==> src/rtl/core/glpf_pkg.sv <==
// ============================================================================
// glpf_pkg
// Shared types and constants for the grid local peak finder.
// ============================================================================
package glpf_pkg;

   // parameter defaults
   localparam int MAX_COLS_DEF  = 32;
   localparam int MAX_ROWS_DEF  = 1024;
   localparam int DATA_BITS_DEF = 16;

   // fixed port widths
   localparam int SAMPLE_W    = 16;
   localparam int ROW_OUT_W   = 10;
   localparam int COL_OUT_W   = 5;
   localparam int CSR_DATA_W  = 11;
   localparam int CSR_INDEX_W = 2;
   localparam int ROWS_REG_W  = 11;
   localparam int COLS_REG_W  = 6;

   // grid size after reset, both dimensions
   localparam int GRID_RESET = 30;

   // register indexes
   localparam logic [CSR_INDEX_W-1:0] REG_GRID_ROWS = CSR_INDEX_W'(0);
   localparam logic [CSR_INDEX_W-1:0] REG_GRID_COLS = CSR_INDEX_W'(1);

   typedef enum logic [2:0] {
      ST_PRIME,   // issue read of the current column
      ST_LOAD,    // latch window, issue read of the right neighbor
      ST_RUN,     // stream samples
      ST_DRAIN,   // sweep the final row
      ST_FLUSH    // send the held result, tagged last
   } state_type;

   // neighbor presence for the comparison unit
   typedef struct packed {
      logic first_row;
      logic first_col;
      logic has_right;
   } nbr_type;

   // comparison unit decisions
   typedef struct packed {
      logic peak_up;    // row above is a peak at this column
      logic peak_last;  // final-row entry is a peak
      logic flag_new;   // up and left checks pass for the new sample
   } judge_type;

endpackage

==> src/rtl/core/glpf_ram.sv <==
// ============================================================================
// glpf_ram
// Generic simple dual-port RAM, one write and one read port, registered read.
// ============================================================================
module glpf_ram #(
   parameter int WIDTH  = 17,
   parameter int DEPTH  = 32,
   parameter int ADDR_W = (DEPTH > 1) ? $clog2(DEPTH) : 1
) (
   input  logic              clock,
   input  logic              wr_en,
   input  logic [ADDR_W-1:0] wr_addr,
   input  logic [WIDTH-1:0]  wr_data,
   input  logic [ADDR_W-1:0] rd_addr,
   output logic [WIDTH-1:0]  rd_data
);

   logic [WIDTH-1:0] mem_ff [DEPTH];
   logic [WIDTH-1:0] rd_data_ff;

   always_ff @(posedge clock) begin
      if (wr_en) begin
         mem_ff[wr_addr] <= wr_data;
      end
      rd_data_ff <= mem_ff[rd_addr];
   end

   assign rd_data = rd_data_ff;

endmodule

==> src/rtl/core/glpf_cmp.sv <==
// ============================================================================
// glpf_cmp
// Neighbor comparisons for one column: decision for the row above, decision
// for a final-row entry, and the up/left flag stored with a new sample.
// ============================================================================
module glpf_cmp import glpf_pkg::*; #(
   parameter int DATA_BITS = DATA_BITS_DEF
) (
   input  logic signed [DATA_BITS-1:0] sample,     // new sample, row below
   input  logic signed [DATA_BITS-1:0] prev,       // sample to the left
   input  logic signed [DATA_BITS-1:0] win_val,    // stored entry, this column
   input  logic                        win_flag,
   input  logic signed [DATA_BITS-1:0] right_val,  // stored entry, next column
   input  nbr_type                     nbr,
   output judge_type                   judge
);

   logic right_bigger;

   // horizontal right check of the stored entry; up/left already in win_flag
   assign right_bigger = nbr.has_right && (right_val > win_val);

   always_comb begin
      judge.peak_last = win_flag && !right_bigger;
      judge.peak_up   = !nbr.first_row && judge.peak_last && !(sample > win_val);
      judge.flag_new  = (nbr.first_row || !(win_val > sample)) &&
                        (nbr.first_col || !(prev > sample));
   end

endmodule

==> src/rtl/core/grid_local_peak_finder.sv <==
// ============================================================================
// grid_local_peak_finder
// Four-neighbor local maximum detection over a raster-scanned sample grid.
// ============================================================================
// Samples arrive in raster order, one per req transfer; each rsp transfer
// carries the row and column of a sample that is >= its up, down, left and
// right neighbors inside the grid. The decision for row r-1 column c is made
// on the transfer of sample (r,c); the last sample of the grid also releases
// the whole final row, so peaks leave in raster order and run_last marks the
// last peak caused by a sample. Inside a row one sample is taken per cycle
// while the rsp side is free. Each row end stalls req while the registered
// RAM read restarts at column 0 and column 1. The last sample of a grid is a
// row end too and is followed by the final-row sweep, which rsp stalls extend.
// After reset or a csr write the read is primed in the same way before the
// first sample is taken. No RAM clearing pass is needed.
// Grid size: csr index 0 = grid_rows, 1 = grid_cols; 0 acts as 1, values above
// MAX_ROWS / MAX_COLS saturate, and any write to either restarts the grid.
// ============================================================================
module grid_local_peak_finder import glpf_pkg::*; #(
   parameter int MAX_COLS  = MAX_COLS_DEF,
   parameter int MAX_ROWS  = MAX_ROWS_DEF,
   parameter int DATA_BITS = DATA_BITS_DEF
) (
   input  logic                   clock,
   input  logic                   reset,
   // sample input
   input  logic                   req_valid,
   output logic                   req_ready,
   input  logic [SAMPLE_W-1:0]    req_sample_value,
   // peak output
   output logic                   rsp_valid,
   input  logic                   rsp_ready,
   output logic [ROW_OUT_W-1:0]   rsp_peak_row,
   output logic [COL_OUT_W-1:0]   rsp_peak_col,
   output logic                   rsp_run_last,
   // configuration writes
   input  logic                   csr_write_en,
   input  logic [CSR_INDEX_W-1:0] csr_index,
   input  logic [CSR_DATA_W-1:0]  csr_wdata
);

   localparam int COL_W  = (MAX_COLS > 1) ? $clog2(MAX_COLS) : 1;
   localparam int ROW_W  = (MAX_ROWS > 1) ? $clog2(MAX_ROWS) : 1;
   localparam int WORD_W = DATA_BITS + 1;   // {up/left flag, sample}

   localparam logic [ROW_W-1:0] RST_LAST_ROW =
      ROW_W'(((GRID_RESET > MAX_ROWS) ? MAX_ROWS : GRID_RESET) - 1);
   localparam logic [COL_W-1:0] RST_LAST_COL =
      COL_W'(((GRID_RESET > MAX_COLS) ? MAX_COLS : GRID_RESET) - 1);

   // ---------------------------------------------------------------------
   // State
   // ---------------------------------------------------------------------
   state_type state_ff, state_in;

   logic [ROW_W-1:0] last_row_ff, last_row_in;   // grid_rows - 1, saturated
   logic [COL_W-1:0] last_col_ff, last_col_in;   // grid_cols - 1, saturated
   logic [ROW_W-1:0] row_pos_ff;
   logic [COL_W-1:0] col_pos_ff;                 // also sweep index in drain
   logic             drain_ff;                   // prime leads into the sweep

   // window: stored entry of the current column
   logic signed [DATA_BITS-1:0] win_val_ff;
   logic                        win_flag_ff;
   logic signed [DATA_BITS-1:0] prev_ff;         // previous sample, left nbr

   // held result, sent once we know whether another follows
   logic             pend_valid_ff;
   logic [ROW_W-1:0] pend_row_ff;
   logic [COL_W-1:0] pend_col_ff;

   // output register
   logic                 rsp_valid_ff;
   logic [ROW_OUT_W-1:0] rsp_row_ff, rsp_row_in;
   logic [COL_OUT_W-1:0] rsp_col_ff, rsp_col_in;
   logic                 rsp_last_ff;

   // ---------------------------------------------------------------------
   // Configuration decode
   // ---------------------------------------------------------------------
   logic                  csr_hit;
   logic [ROWS_REG_W-1:0] rows_req;
   logic [COLS_REG_W-1:0] cols_req;
   logic [31:0]           rows_idx, cols_idx;

   assign csr_hit  = csr_write_en &&
                     (csr_index == REG_GRID_ROWS || csr_index == REG_GRID_COLS);
   assign rows_req = csr_wdata[ROWS_REG_W-1:0];
   assign cols_req = csr_wdata[COLS_REG_W-1:0];

   always_comb begin
      if (rows_req == '0) begin
         rows_idx = '0;
      end else if (32'(rows_req) > 32'(MAX_ROWS)) begin
         rows_idx = 32'(MAX_ROWS - 1);
      end else begin
         rows_idx = 32'(rows_req) - 32'd1;
      end
      if (cols_req == '0) begin
         cols_idx = '0;
      end else if (32'(cols_req) > 32'(MAX_COLS)) begin
         cols_idx = 32'(MAX_COLS - 1);
      end else begin
         cols_idx = 32'(cols_req) - 32'd1;
      end
      last_row_in = last_row_ff;
      last_col_in = last_col_ff;
      if (csr_write_en && csr_index == REG_GRID_ROWS) begin
         last_row_in = rows_idx[ROW_W-1:0];
      end
      if (csr_write_en && csr_index == REG_GRID_COLS) begin
         last_col_in = cols_idx[COL_W-1:0];
      end
   end

   // ---------------------------------------------------------------------
   // Row store and comparison unit
   // ---------------------------------------------------------------------
   logic [DATA_BITS+SAMPLE_W-1:0] sample_wide;
   logic signed [DATA_BITS-1:0]   sample;
   logic [WORD_W-1:0]             ram_rd_data;
   logic signed [DATA_BITS-1:0]   right_val;
   logic [COL_W-1:0]              rd_addr;
   logic                          accept;
   nbr_type                       nbr;
   judge_type                     judge;

   // raw field masked to DATA_BITS and read as two's complement
   assign sample_wide = {{DATA_BITS{1'b0}}, req_sample_value};
   assign sample      = $signed(sample_wide[DATA_BITS-1:0]);
   assign right_val   = $signed(ram_rd_data[DATA_BITS-1:0]);
   assign accept      = req_valid && req_ready;

   // one entry per column; entry c holds row r-1 until sample (r,c) lands
   glpf_ram #(
      .WIDTH  (WORD_W),
      .DEPTH  (MAX_COLS),
      .ADDR_W (COL_W)
   ) u_row_ram (
      .clock   (clock),
      .wr_en   (accept),
      .wr_addr (col_pos_ff),
      .wr_data ({judge.flag_new, sample}),
      .rd_addr (rd_addr),
      .rd_data (ram_rd_data)
   );

   assign nbr.first_row = (row_pos_ff == '0);
   assign nbr.first_col = (col_pos_ff == '0);
   assign nbr.has_right = (col_pos_ff != last_col_ff);

   glpf_cmp #(
      .DATA_BITS (DATA_BITS)
   ) u_cmp (
      .sample    (sample),
      .prev      (prev_ff),
      .win_val   (win_val_ff),
      .win_flag  (win_flag_ff),
      .right_val (right_val),
      .nbr       (nbr),
      .judge     (judge)
   );

   // ---------------------------------------------------------------------
   // Control
   // ---------------------------------------------------------------------
   logic             out_free;
   logic             at_col_end, last_sample;
   logic             adv;            // column step in run or drain
   logic             out_load, out_last, out_from_pend;
   logic             pend_load, pend_clear, flush_done;
   logic [ROW_W-1:0] pk_row;

   assign out_free    = !rsp_valid_ff || rsp_ready;
   assign at_col_end  = (col_pos_ff == last_col_ff);
   assign last_sample = at_col_end && (row_pos_ff == last_row_ff);
   assign pk_row      = (state_ff == ST_DRAIN) ? last_row_ff
                                               : row_pos_ff - ROW_W'(1);

   // next state
   always_comb begin
      state_in = state_ff;
      unique case (state_ff)
         ST_PRIME: state_in = ST_LOAD;
         ST_LOAD:  state_in = drain_ff ? ST_DRAIN : ST_RUN;
         ST_RUN: begin
            if (accept && at_col_end) begin
               state_in = ST_PRIME;
            end
         end
         ST_DRAIN: begin
            if (adv && at_col_end) begin
               state_in = ST_FLUSH;
            end
         end
         ST_FLUSH: begin
            if (flush_done) begin
               state_in = ST_PRIME;
            end
         end
         default: state_in = ST_PRIME;
      endcase
      if (csr_hit) begin
         state_in = ST_PRIME;
      end
   end

   // control outputs
   always_comb begin
      req_ready     = 1'b0;
      adv           = 1'b0;
      out_load      = 1'b0;
      out_last      = 1'b0;
      out_from_pend = 1'b0;
      pend_load     = 1'b0;
      pend_clear    = 1'b0;
      flush_done    = 1'b0;
      // hold the right neighbor on the read port unless stepping
      rd_addr       = col_pos_ff + COL_W'(1);
      unique case (state_ff)
         ST_PRIME: rd_addr = col_pos_ff;
         ST_LOAD:  rd_addr = col_pos_ff + COL_W'(1);
         ST_RUN: begin
            req_ready = out_free;
            if (req_valid && out_free) begin
               adv     = 1'b1;
               rd_addr = col_pos_ff + COL_W'(2);
               if (judge.peak_up) begin
                  // on the last sample the final row may still follow
                  if (last_sample) begin
                     pend_load = 1'b1;
                  end else begin
                     out_load = 1'b1;
                     out_last = 1'b1;
                  end
               end
            end
         end
         ST_DRAIN: begin
            if (!(judge.peak_last && pend_valid_ff && !out_free)) begin
               adv     = 1'b1;
               rd_addr = col_pos_ff + COL_W'(2);
               if (judge.peak_last) begin
                  pend_load = 1'b1;
                  if (pend_valid_ff) begin
                     out_load      = 1'b1;
                     out_from_pend = 1'b1;
                  end
               end
            end
         end
         ST_FLUSH: begin
            flush_done = !pend_valid_ff || out_free;
            if (pend_valid_ff && out_free) begin
               out_load      = 1'b1;
               out_last      = 1'b1;
               out_from_pend = 1'b1;
               pend_clear    = 1'b1;
            end
         end
         default: ;
      endcase
   end

   // result coordinates into the fixed port widths
   logic [ROW_W-1:0]           out_row_src;
   logic [COL_W-1:0]           out_col_src;
   logic [ROW_W+ROW_OUT_W-1:0] row_wide;
   logic [COL_W+COL_OUT_W-1:0] col_wide;

   assign out_row_src = out_from_pend ? pend_row_ff : pk_row;
   assign out_col_src = out_from_pend ? pend_col_ff : col_pos_ff;
   assign row_wide    = {{ROW_OUT_W{1'b0}}, out_row_src};
   assign col_wide    = {{COL_OUT_W{1'b0}}, out_col_src};
   assign rsp_row_in  = row_wide[ROW_OUT_W-1:0];
   assign rsp_col_in  = col_wide[COL_OUT_W-1:0];

   // ---------------------------------------------------------------------
   // Registers
   // ---------------------------------------------------------------------
   always_ff @(posedge clock) begin
      if (reset) begin
         state_ff      <= ST_PRIME;
         last_row_ff   <= RST_LAST_ROW;
         last_col_ff   <= RST_LAST_COL;
         row_pos_ff    <= '0;
         col_pos_ff    <= '0;
         drain_ff      <= 1'b0;
         pend_valid_ff <= 1'b0;
         rsp_valid_ff  <= 1'b0;
      end else begin
         state_ff    <= state_in;
         last_row_ff <= last_row_in;
         last_col_ff <= last_col_in;

         if (out_load) begin
            rsp_valid_ff <= 1'b1;
         end else if (rsp_ready) begin
            rsp_valid_ff <= 1'b0;
         end

         if (csr_hit) begin
            // restart the grid
            row_pos_ff    <= '0;
            col_pos_ff    <= '0;
            drain_ff      <= 1'b0;
            pend_valid_ff <= 1'b0;
         end else begin
            if (adv) begin
               if (at_col_end) begin
                  col_pos_ff <= '0;
               end else begin
                  col_pos_ff <= col_pos_ff + COL_W'(1);
               end
            end
            if (accept && at_col_end) begin
               if (last_sample) begin
                  row_pos_ff <= '0;
                  drain_ff   <= 1'b1;
               end else begin
                  row_pos_ff <= row_pos_ff + ROW_W'(1);
               end
            end
            if (flush_done) begin
               drain_ff <= 1'b0;
            end
            if (pend_load) begin
               pend_valid_ff <= 1'b1;
            end else if (pend_clear) begin
               pend_valid_ff <= 1'b0;
            end
         end
      end
   end

   // payload, no reset
   always_ff @(posedge clock) begin
      if (state_ff == ST_LOAD || adv) begin
         win_val_ff  <= right_val;
         win_flag_ff <= ram_rd_data[DATA_BITS];
      end
      if (accept) begin
         prev_ff <= sample;
      end
      if (pend_load) begin
         pend_row_ff <= pk_row;
         pend_col_ff <= col_pos_ff;
      end
      if (out_load) begin
         rsp_row_ff  <= rsp_row_in;
         rsp_col_ff  <= rsp_col_in;
         rsp_last_ff <= out_last;
      end
   end

   assign rsp_valid    = rsp_valid_ff;
   assign rsp_peak_row = rsp_row_ff;
   assign rsp_peak_col = rsp_col_ff;
   assign rsp_run_last = rsp_last_ff;

   // ---------------------------------------------------------------------
   // Assertions
   // ---------------------------------------------------------------------
   // held result only lives through the final-row sweep
   a_pend_not_in_run: assert property (@(posedge clock) disable iff (reset)
      (state_ff == ST_RUN) |-> !pend_valid_ff)
      else $error("held result present while streaming");

   a_col_in_grid: assert property (@(posedge clock) disable iff (reset)
      col_pos_ff <= last_col_ff)
      else $error("column position beyond grid width");

   a_row_in_grid: assert property (@(posedge clock) disable iff (reset)
      row_pos_ff <= last_row_ff)
      else $error("row position beyond grid height");

   // last sample of the grid starts the final-row sweep
   a_last_starts_drain: assert property (@(posedge clock) disable iff (reset)
      (accept && last_sample && !csr_hit) |=> (drain_ff && state_ff == ST_PRIME))
      else $error("final row sweep not started");

endmodule

==> config.mk <==
export PLATFORM = sky130hd
export DESIGN_NAME = grid_local_peak_finder
export DESIGN_NICKNAME = d
export VERILOG_FILES = /design/src/rtl/core/glpf_pkg.sv /design/src/rtl/core/glpf_ram.sv /design/src/rtl/core/glpf_cmp.sv /design/src/rtl/core/grid_local_peak_finder.sv
export SDC_FILE = /design/constraint.sdc
export NUM_CORES = 1
export LEC_CHECK = 0
export ABC_AREA = 1
export BUFFER_PORTS_ARGS = -buffer_cell sky130_fd_sc_hd__buf_2
export CELL_PAD_IN_SITES_DETAIL_PLACEMENT = 0
export CELL_PAD_IN_SITES_GLOBAL_PLACEMENT = 1
export CORE_MARGIN = 1
export CORE_UTILIZATION = 46
export DETAILED_ROUTE_END_ITERATION = 7
export PLACE_DENSITY = 0.84
export SYNTH_ARGS = -nofsm -noshare
export SYNTH_HDL_FRONTEND = slang
export SYNTH_SLANG_ARGS = --single-unit
==> constraint.sdc <==
create_clock -name clock -period 3.2 [get_ports clock]
set_clock_uncertainty 0.15 [all_clocks]
set_input_delay 0.16 -clock clock [delete_from_list [all_inputs] [get_ports clock]]
set_output_delay 0.16 -clock clock [all_outputs]
set_load 0.05 [all_outputs]
# Word-level counts from Yosys, hierarchy flattened
# Memories as Yosys holds them, arrays and structs flattened. A register that Yosys moved wholly into a read port is not among the register bits.
# Index checks and enable logic that the tools add are counted.
[totals]
mem_count = 1
register_bits = 100
in_bits = 34
output_inout_bits = 18
elab_cells = 127
mem_bits_rw = 544
[op_classes]
addsub = 6
reduce_logical = 42
n_mux = 45
n_lt_le_gt_ge = 6
eq_ne = 11
[mem_list]
columns = ["name", "words", "word_bits", "rd", "rd_ports_with_merged_regs", "wr", "line_no", "text"]
rows = [
  ["u_row_ram.mem_ff", 32, 17, 1, 1, 1, "glpf_ram.sv:18", "logic [WIDTH-1:0] mem_ff [DEPTH];"],
]
[op_table]
columns = ["operator", "n"]
rows = [
  ["$gt 16x16->1", 4],
  ["$mux 10", 5],
  ["$mux 5", 6],
  ["$mux 1", 24],
  ["$sub 10x1->10 const B", 2],
  ["$logic_and 1x1->1", 16],
  ["$pmux 3 s5", 1],
  ["$pmux 5 s3", 1],
  ["$gt 11x11->1 const B", 1],
  ["$logic_not 11->1", 1],
  ["$add 10x1->10 const B", 1],
  ["$eq 10x10->1", 1],
  ["$logic_not 10->1", 1],
  ["$mux 3", 3],
  ["$logic_not 1->1", 8],
  ["$pmux 1 s2", 4],
  ["$eq 3x2->1 const B", 2],
  ["$gt 6x6->1 const B", 1],
  ["$logic_not 6->1", 1],
  ["$logic_or 1x1->1", 6],
  ["$add 5x1->5 const B", 1],
  ["$add 5x2->5 const B", 1],
  ["$eq 5x5->1", 1],
  ["$logic_not 5->1", 1],
  ["15 further kinds", 17],
]

# Logic depth before layout (Yosys ltp)
[depth]
depth_word = 11
ltp_mapped = 28
mapped_depth_nobuf = 26

# Cells and area by module
# Synthesis repeated with hierarchy kept, for this count alone.
[hier_totals]
cells_unflattened = 2688
area_unflattened_um2 = 28626.2
[by_module_without_submodules]
columns = ["mod", "cells_each", "instances", "area_per_inst_um2"]
rows = [
  ["glpf_ram", 1902, 1, 22379.0],
  ["grid_local_peak_finder", 564, 1, 4887.2],
  ["glpf_cmp", 222, 1, 1360.1],
]

# Least setup slack after synthesis
# Ideal clock, no wire load.
[synth_path]
path_type = "reg-to-reg"
from = "register win_val_ff[15]"
to = "register pend_col_ff[0], enable pin"
setup_slack_ns = 0.022
period_less_slack_ns = 3.178
path_stages_with_launch = 10
n_path_buf = 0
t_arrival_ns = 2.615
cell_sequence = "edfxtp_1 inv_1 ha_1 a21oi_1 o21ai_0 a21oi_1 nand3_1 nand3_2 nand2_1 o31ai_1"
[synth_via]
elab_chain_len = 9
elab_cells_between_ends = 15
cone_classes = "order compare: 2; mux: 5; reduce/logical: 8"
[synth_lines]
columns = ["element", "line_no", "text"]
rows = [
  ["start, declared", "grid_local_peak_finder.sv:63", "logic signed [DATA_BITS-1:0] win_val_ff;"],
  ["start signal, assigned", "grid_local_peak_finder.sv:339", "win_val_ff <= right_val;"],
  ["$gt 16x16->1", "glpf_cmp.sv:21", "assign right_bigger = nbr.has_right && (right_val > win_val);"],
  ["$logic_and 1x1->1", "glpf_cmp.sv:21", ""],
  ["$logic_not 1->1", "glpf_cmp.sv:24", "judge.peak_last = win_flag && !right_bigger;"],
  ["$logic_and 1x1->1", "glpf_cmp.sv:24", ""],
  ["$logic_and 1x1->1 (2 in a row)", "glpf_cmp.sv:25", "judge.peak_up = !nbr.first_row && judge.peak_last && !(sample > win_val);"],
  ["$mux 1", "grid_local_peak_finder.sv:228", "if (judge.peak_up) begin"],
  ["$mux 1", "grid_local_peak_finder.sv:225", "if (req_valid && out_free) begin"],
  ["$pmux 1 s2 *", "grid_local_peak_finder.sv:220", "unique case (state_ff)"],
  ["named net pend_load", "grid_local_peak_finder.sv:171", "logic pend_load, pend_clear, flush_done;"],
  ["end signal, assigned", "grid_local_peak_finder.sv:347", "pend_col_ff <= col_pos_ff;"],
  ["end, declared", "grid_local_peak_finder.sv:70", "logic [COL_W-1:0] pend_col_ff;"],
]
# Mark *: on every way through the listed nets, which the timed path passes. The rest lies on a longest branch.
# A chain may end at the register's enable or synchronous reset.

# Final worst setup path
[layout_path]
from = "register u_row_ram.rd_data_ff[13], in the netlist u_row_ram.rd_data[13] (read register of u_row_ram.mem_ff)"
to = "register u_row_ram.rd_data_ff[11], in the netlist u_row_ram.rd_data[11] (read register of u_row_ram.mem_ff)"
[layout_via]
elab_chain_len = 8
[layout_lines]
columns = ["element", "line_no", "text"]
rows = [
  ["start, declared", "glpf_ram.sv:19", "logic [WIDTH-1:0] rd_data_ff;"],
  ["$gt 16x16->1", "glpf_cmp.sv:21", ""],
  ["$logic_and 1x1->1", "glpf_cmp.sv:21", ""],
  ["$logic_not 1->1", "glpf_cmp.sv:24", ""],
  ["$logic_and 1x1->1", "glpf_cmp.sv:24", ""],
  ["$logic_and 1x1->1 (2 in a row)", "grid_local_peak_finder.sv:240", "if (!(judge.peak_last && pend_valid_ff && !out_free)) begin"],
  ["$mux 5", "grid_local_peak_finder.sv:240", ""],
  ["$pmux 5 s3", "grid_local_peak_finder.sv:220", ""],
]
# No other way between the ends.

==> results.cfg <==
[routing]
first_iter_violations = 2893
route.vias.total = 23200
vias_per_cell = 5.63
routed_wl_um = 94900
wire_per_inst_um = 23.0
drc = 0
firstDrtPassIters = 6
drtAntennaViolNets = 0

[timing]
grt_setup_unrepaired = true
relSlewSlack = 0.509
drv_slew = 0
worst_slew_pin_slew_ps = 732
finalCritPeriodShare = 1.02
setup_ws_ps = -75.1
min_period_ps = 3280
fin_setup_tns_ps = -625
hold_viol = 0
timing.fmax_mhz = 305
setup_violations = 17

[synth]
syn_inst = 2916
yosys_warnings = 0
syn-cell-area_um2 = 30100
yosys.cell_types.count = 48
ys_ff_latch = 661
avgSynthCellArea_um2 = 10.3
yosys.area.top_type = edfxtp_1
synth_nets = 3006
synth_top_area_share = 0.606
synth-seq-area-share = 0.641
synthTopCellsByArea = edfxtp_1 61%, nand3_1 9.9%, nand2_1 8.2%, inv_1 4.9%, dfxtp_1 3.5%

[status]
failed_checks = negative setup slack
status = complete, but fails checks

[die]
ios = 52
initial_core_util = 0.467
num_rows = 93
core_area_um2 = 64600
die_area_um2 = 66600
die_x_um = 258
fp.dieH_um = 258

[critical_path]
startpoint_type = flip-flop
arrival_ps = 3690
crit_path_max_fanout = 14
cp.required_ps = 3620
crit_type = flip-flop to flip-flop
end_kind = flip-flop

[clock_network]
cts_sinks = 661
cts_buffers = 69
clock_path_buffers = 3
cts_tree = done
clkLatencyLatePin_ps = 650
htree_levels = 3
clk_pin_slew_ps = 60
cts_root_buf = clkbuf_16

[global_routing]
grt_pass1_vias = 22200
grt_antenna_before_repair = 4
grt_pass1_wl_um = 134000
gr-total-overflow = 0
grt_max_degree = 84
grt_use_total = 0.269

[placement]
port_buffers = 51
dp_hpwl_um = 53900
gp_congestion = 0.891

[flow_run]
max_cap_viol_count = 0

[final_layout]
layout_common_cells = 614 x nand2_1, 608 x edfxtp_1, 498 x nand3_1
multiInputGateArea_um2 = 9540
drive_gt1_frac = 0.198
fillers = 5126
utilization = 0.584
finalNetCount = 3297
layout_commonest_cell = nand2_1
ff_latch_area_um2 = 19300
syn2layout_area_growth_pct = 25.1

[power_and_ir_drop]
power_density_nw_per_um2 = 656
p_leak_nw = 15.6
vdd_drop_max_mv = 0.490

[hold_path]
hp-class = input port to flip-flop
[per-layer routing]
layer	track usage	share of wire	routed length [um]
met2	0.431	0.46	43700
met5	0	0.000095	9
met4	0.126	0.047	4500
met3	0.0482	0.098	9280
met1	0.355	0.39	37400
[logic make-up after synthesis]
family / synth area share
and+or+nand+nor: 0.225
DFF: 0.641
buffers and inverters: 0.0765
AOI/OAI and AO/OA: 0.0245
adders and majority gates: 0.0232
xor gates and xnor gates: 0.00581
muxes: 0.00374
[Yosys cell counts (all sizes together)]
cell type,number
clkinv,3
nand3b,85
o32ai,1
dfxtp,53
nor3b,6
or2,5
o31ai,1
nor2,98
nand3,601
or3,2
a22oi,4
a21oi,50
a21o,2
nand4,13
inv,401
nor3,12
o221a,1
ha,56
xnor2,6
xor2,14
edfxtp,608
a2111oi,1
o2111ai,1
a31oi,4
o21ai,50
a211oi,8
nand2,662
o211ai,4
mux2,10
buf,88
clkbuf,63
nor4,2
o221ai,1
[through the flow]
step | worst slack (ps) | cells | hold WS [ps] | power (mW) | area (um^2)
final | -75.1 | 4117 | 29.0 | 24.7 | 37700
after global routing | -212 | 4117 | 28.2 | 25.5 | 37700
after CTS | -24.2 | 4076 | 5.92 | 23.8 | 36300
after detailed placement | -327 | 3865 | 271 | 14.9 | 32600
after global placement | -345 | 3865 | 263 | 14.9 | 32600
after floorplan | 22.3 | 2916 | 109 | 12.8 | 30100
[report_power, final]
part / total (mW) / switching [mW] / internal [mW]
Sequential: 9.97 / 0.270 / 9.70
Clock: 8.14 / 3.46 / 4.68
Combinational: 6.62 / 3.96 / 2.66
[worst max-delay path: stages, from the launching register on]
cell and delay [ps]:
dfxtp_4 380, ha_1 310, a21oi_1 150, o21ai_1 90, a21oi_2 160, nand3_2 120
nand3_4 120, nand3_4 100, buf_6 140, nand2_4 60, nand3_4 90, a21oi_4 200
buf_12 190, buf_12 140, buf_16 140, nand3_1 90, nand3_1 100, nand3_2 140
nand2_2 150, nand2_4 80, nand2_1 90
[area by class of cell]
type                            count  area share
Inverter                          404      0.0403
Tap cell                          855      0.0284
Clock buffer                       95      0.0503
Timing Repair Buffer              370       0.105
Multi-Input combinational cell   1701       0.253
Sequential cell                   661       0.513
Antenna cell                        1   0.0000664
Clock inverter                     30      0.0101
[sequential cells by signal, indices dropped and copies added (netlist names), 10 cells and up]
name / count
row_pos_ff: 10
u_row_ram.mem_ff: 544
last_row_ff: 10
pend_row_ff: 10
prev_ff: 16
u_row_ram.rd_data: 17
win_val_ff: 16
rsp_peak_row: 10
[worst paths after layout]
| path | start | end | slack, ps | cells after the start |
|---|---|---|---|---|
| worst max-delay path | u_row_ram.rd_data[13] | u_row_ram.rd_data[11] | -80 | 20 |
| worst min-delay path | req_sample_value[5] | prev_ff[5] | 30 | 2 |
| worst max register to register | u_row_ram.rd_data[13] | u_row_ram.rd_data[11] | -80 | 20 |
| worst min register to register | u_row_ram.rd_data[0] | win_val_ff[0] | 350 | 0 |
[what timing repair did]
item                                   CTS  global route
pin swaps                               19            48
setup buffers                           26            24
cloned                                  10            21
setup endpoints to repair               33            54
gates resized for setup                113           163
endpoints found under the hold margin  153             2
hold buffers                            50             1
(Power assumes the default switching activity.)
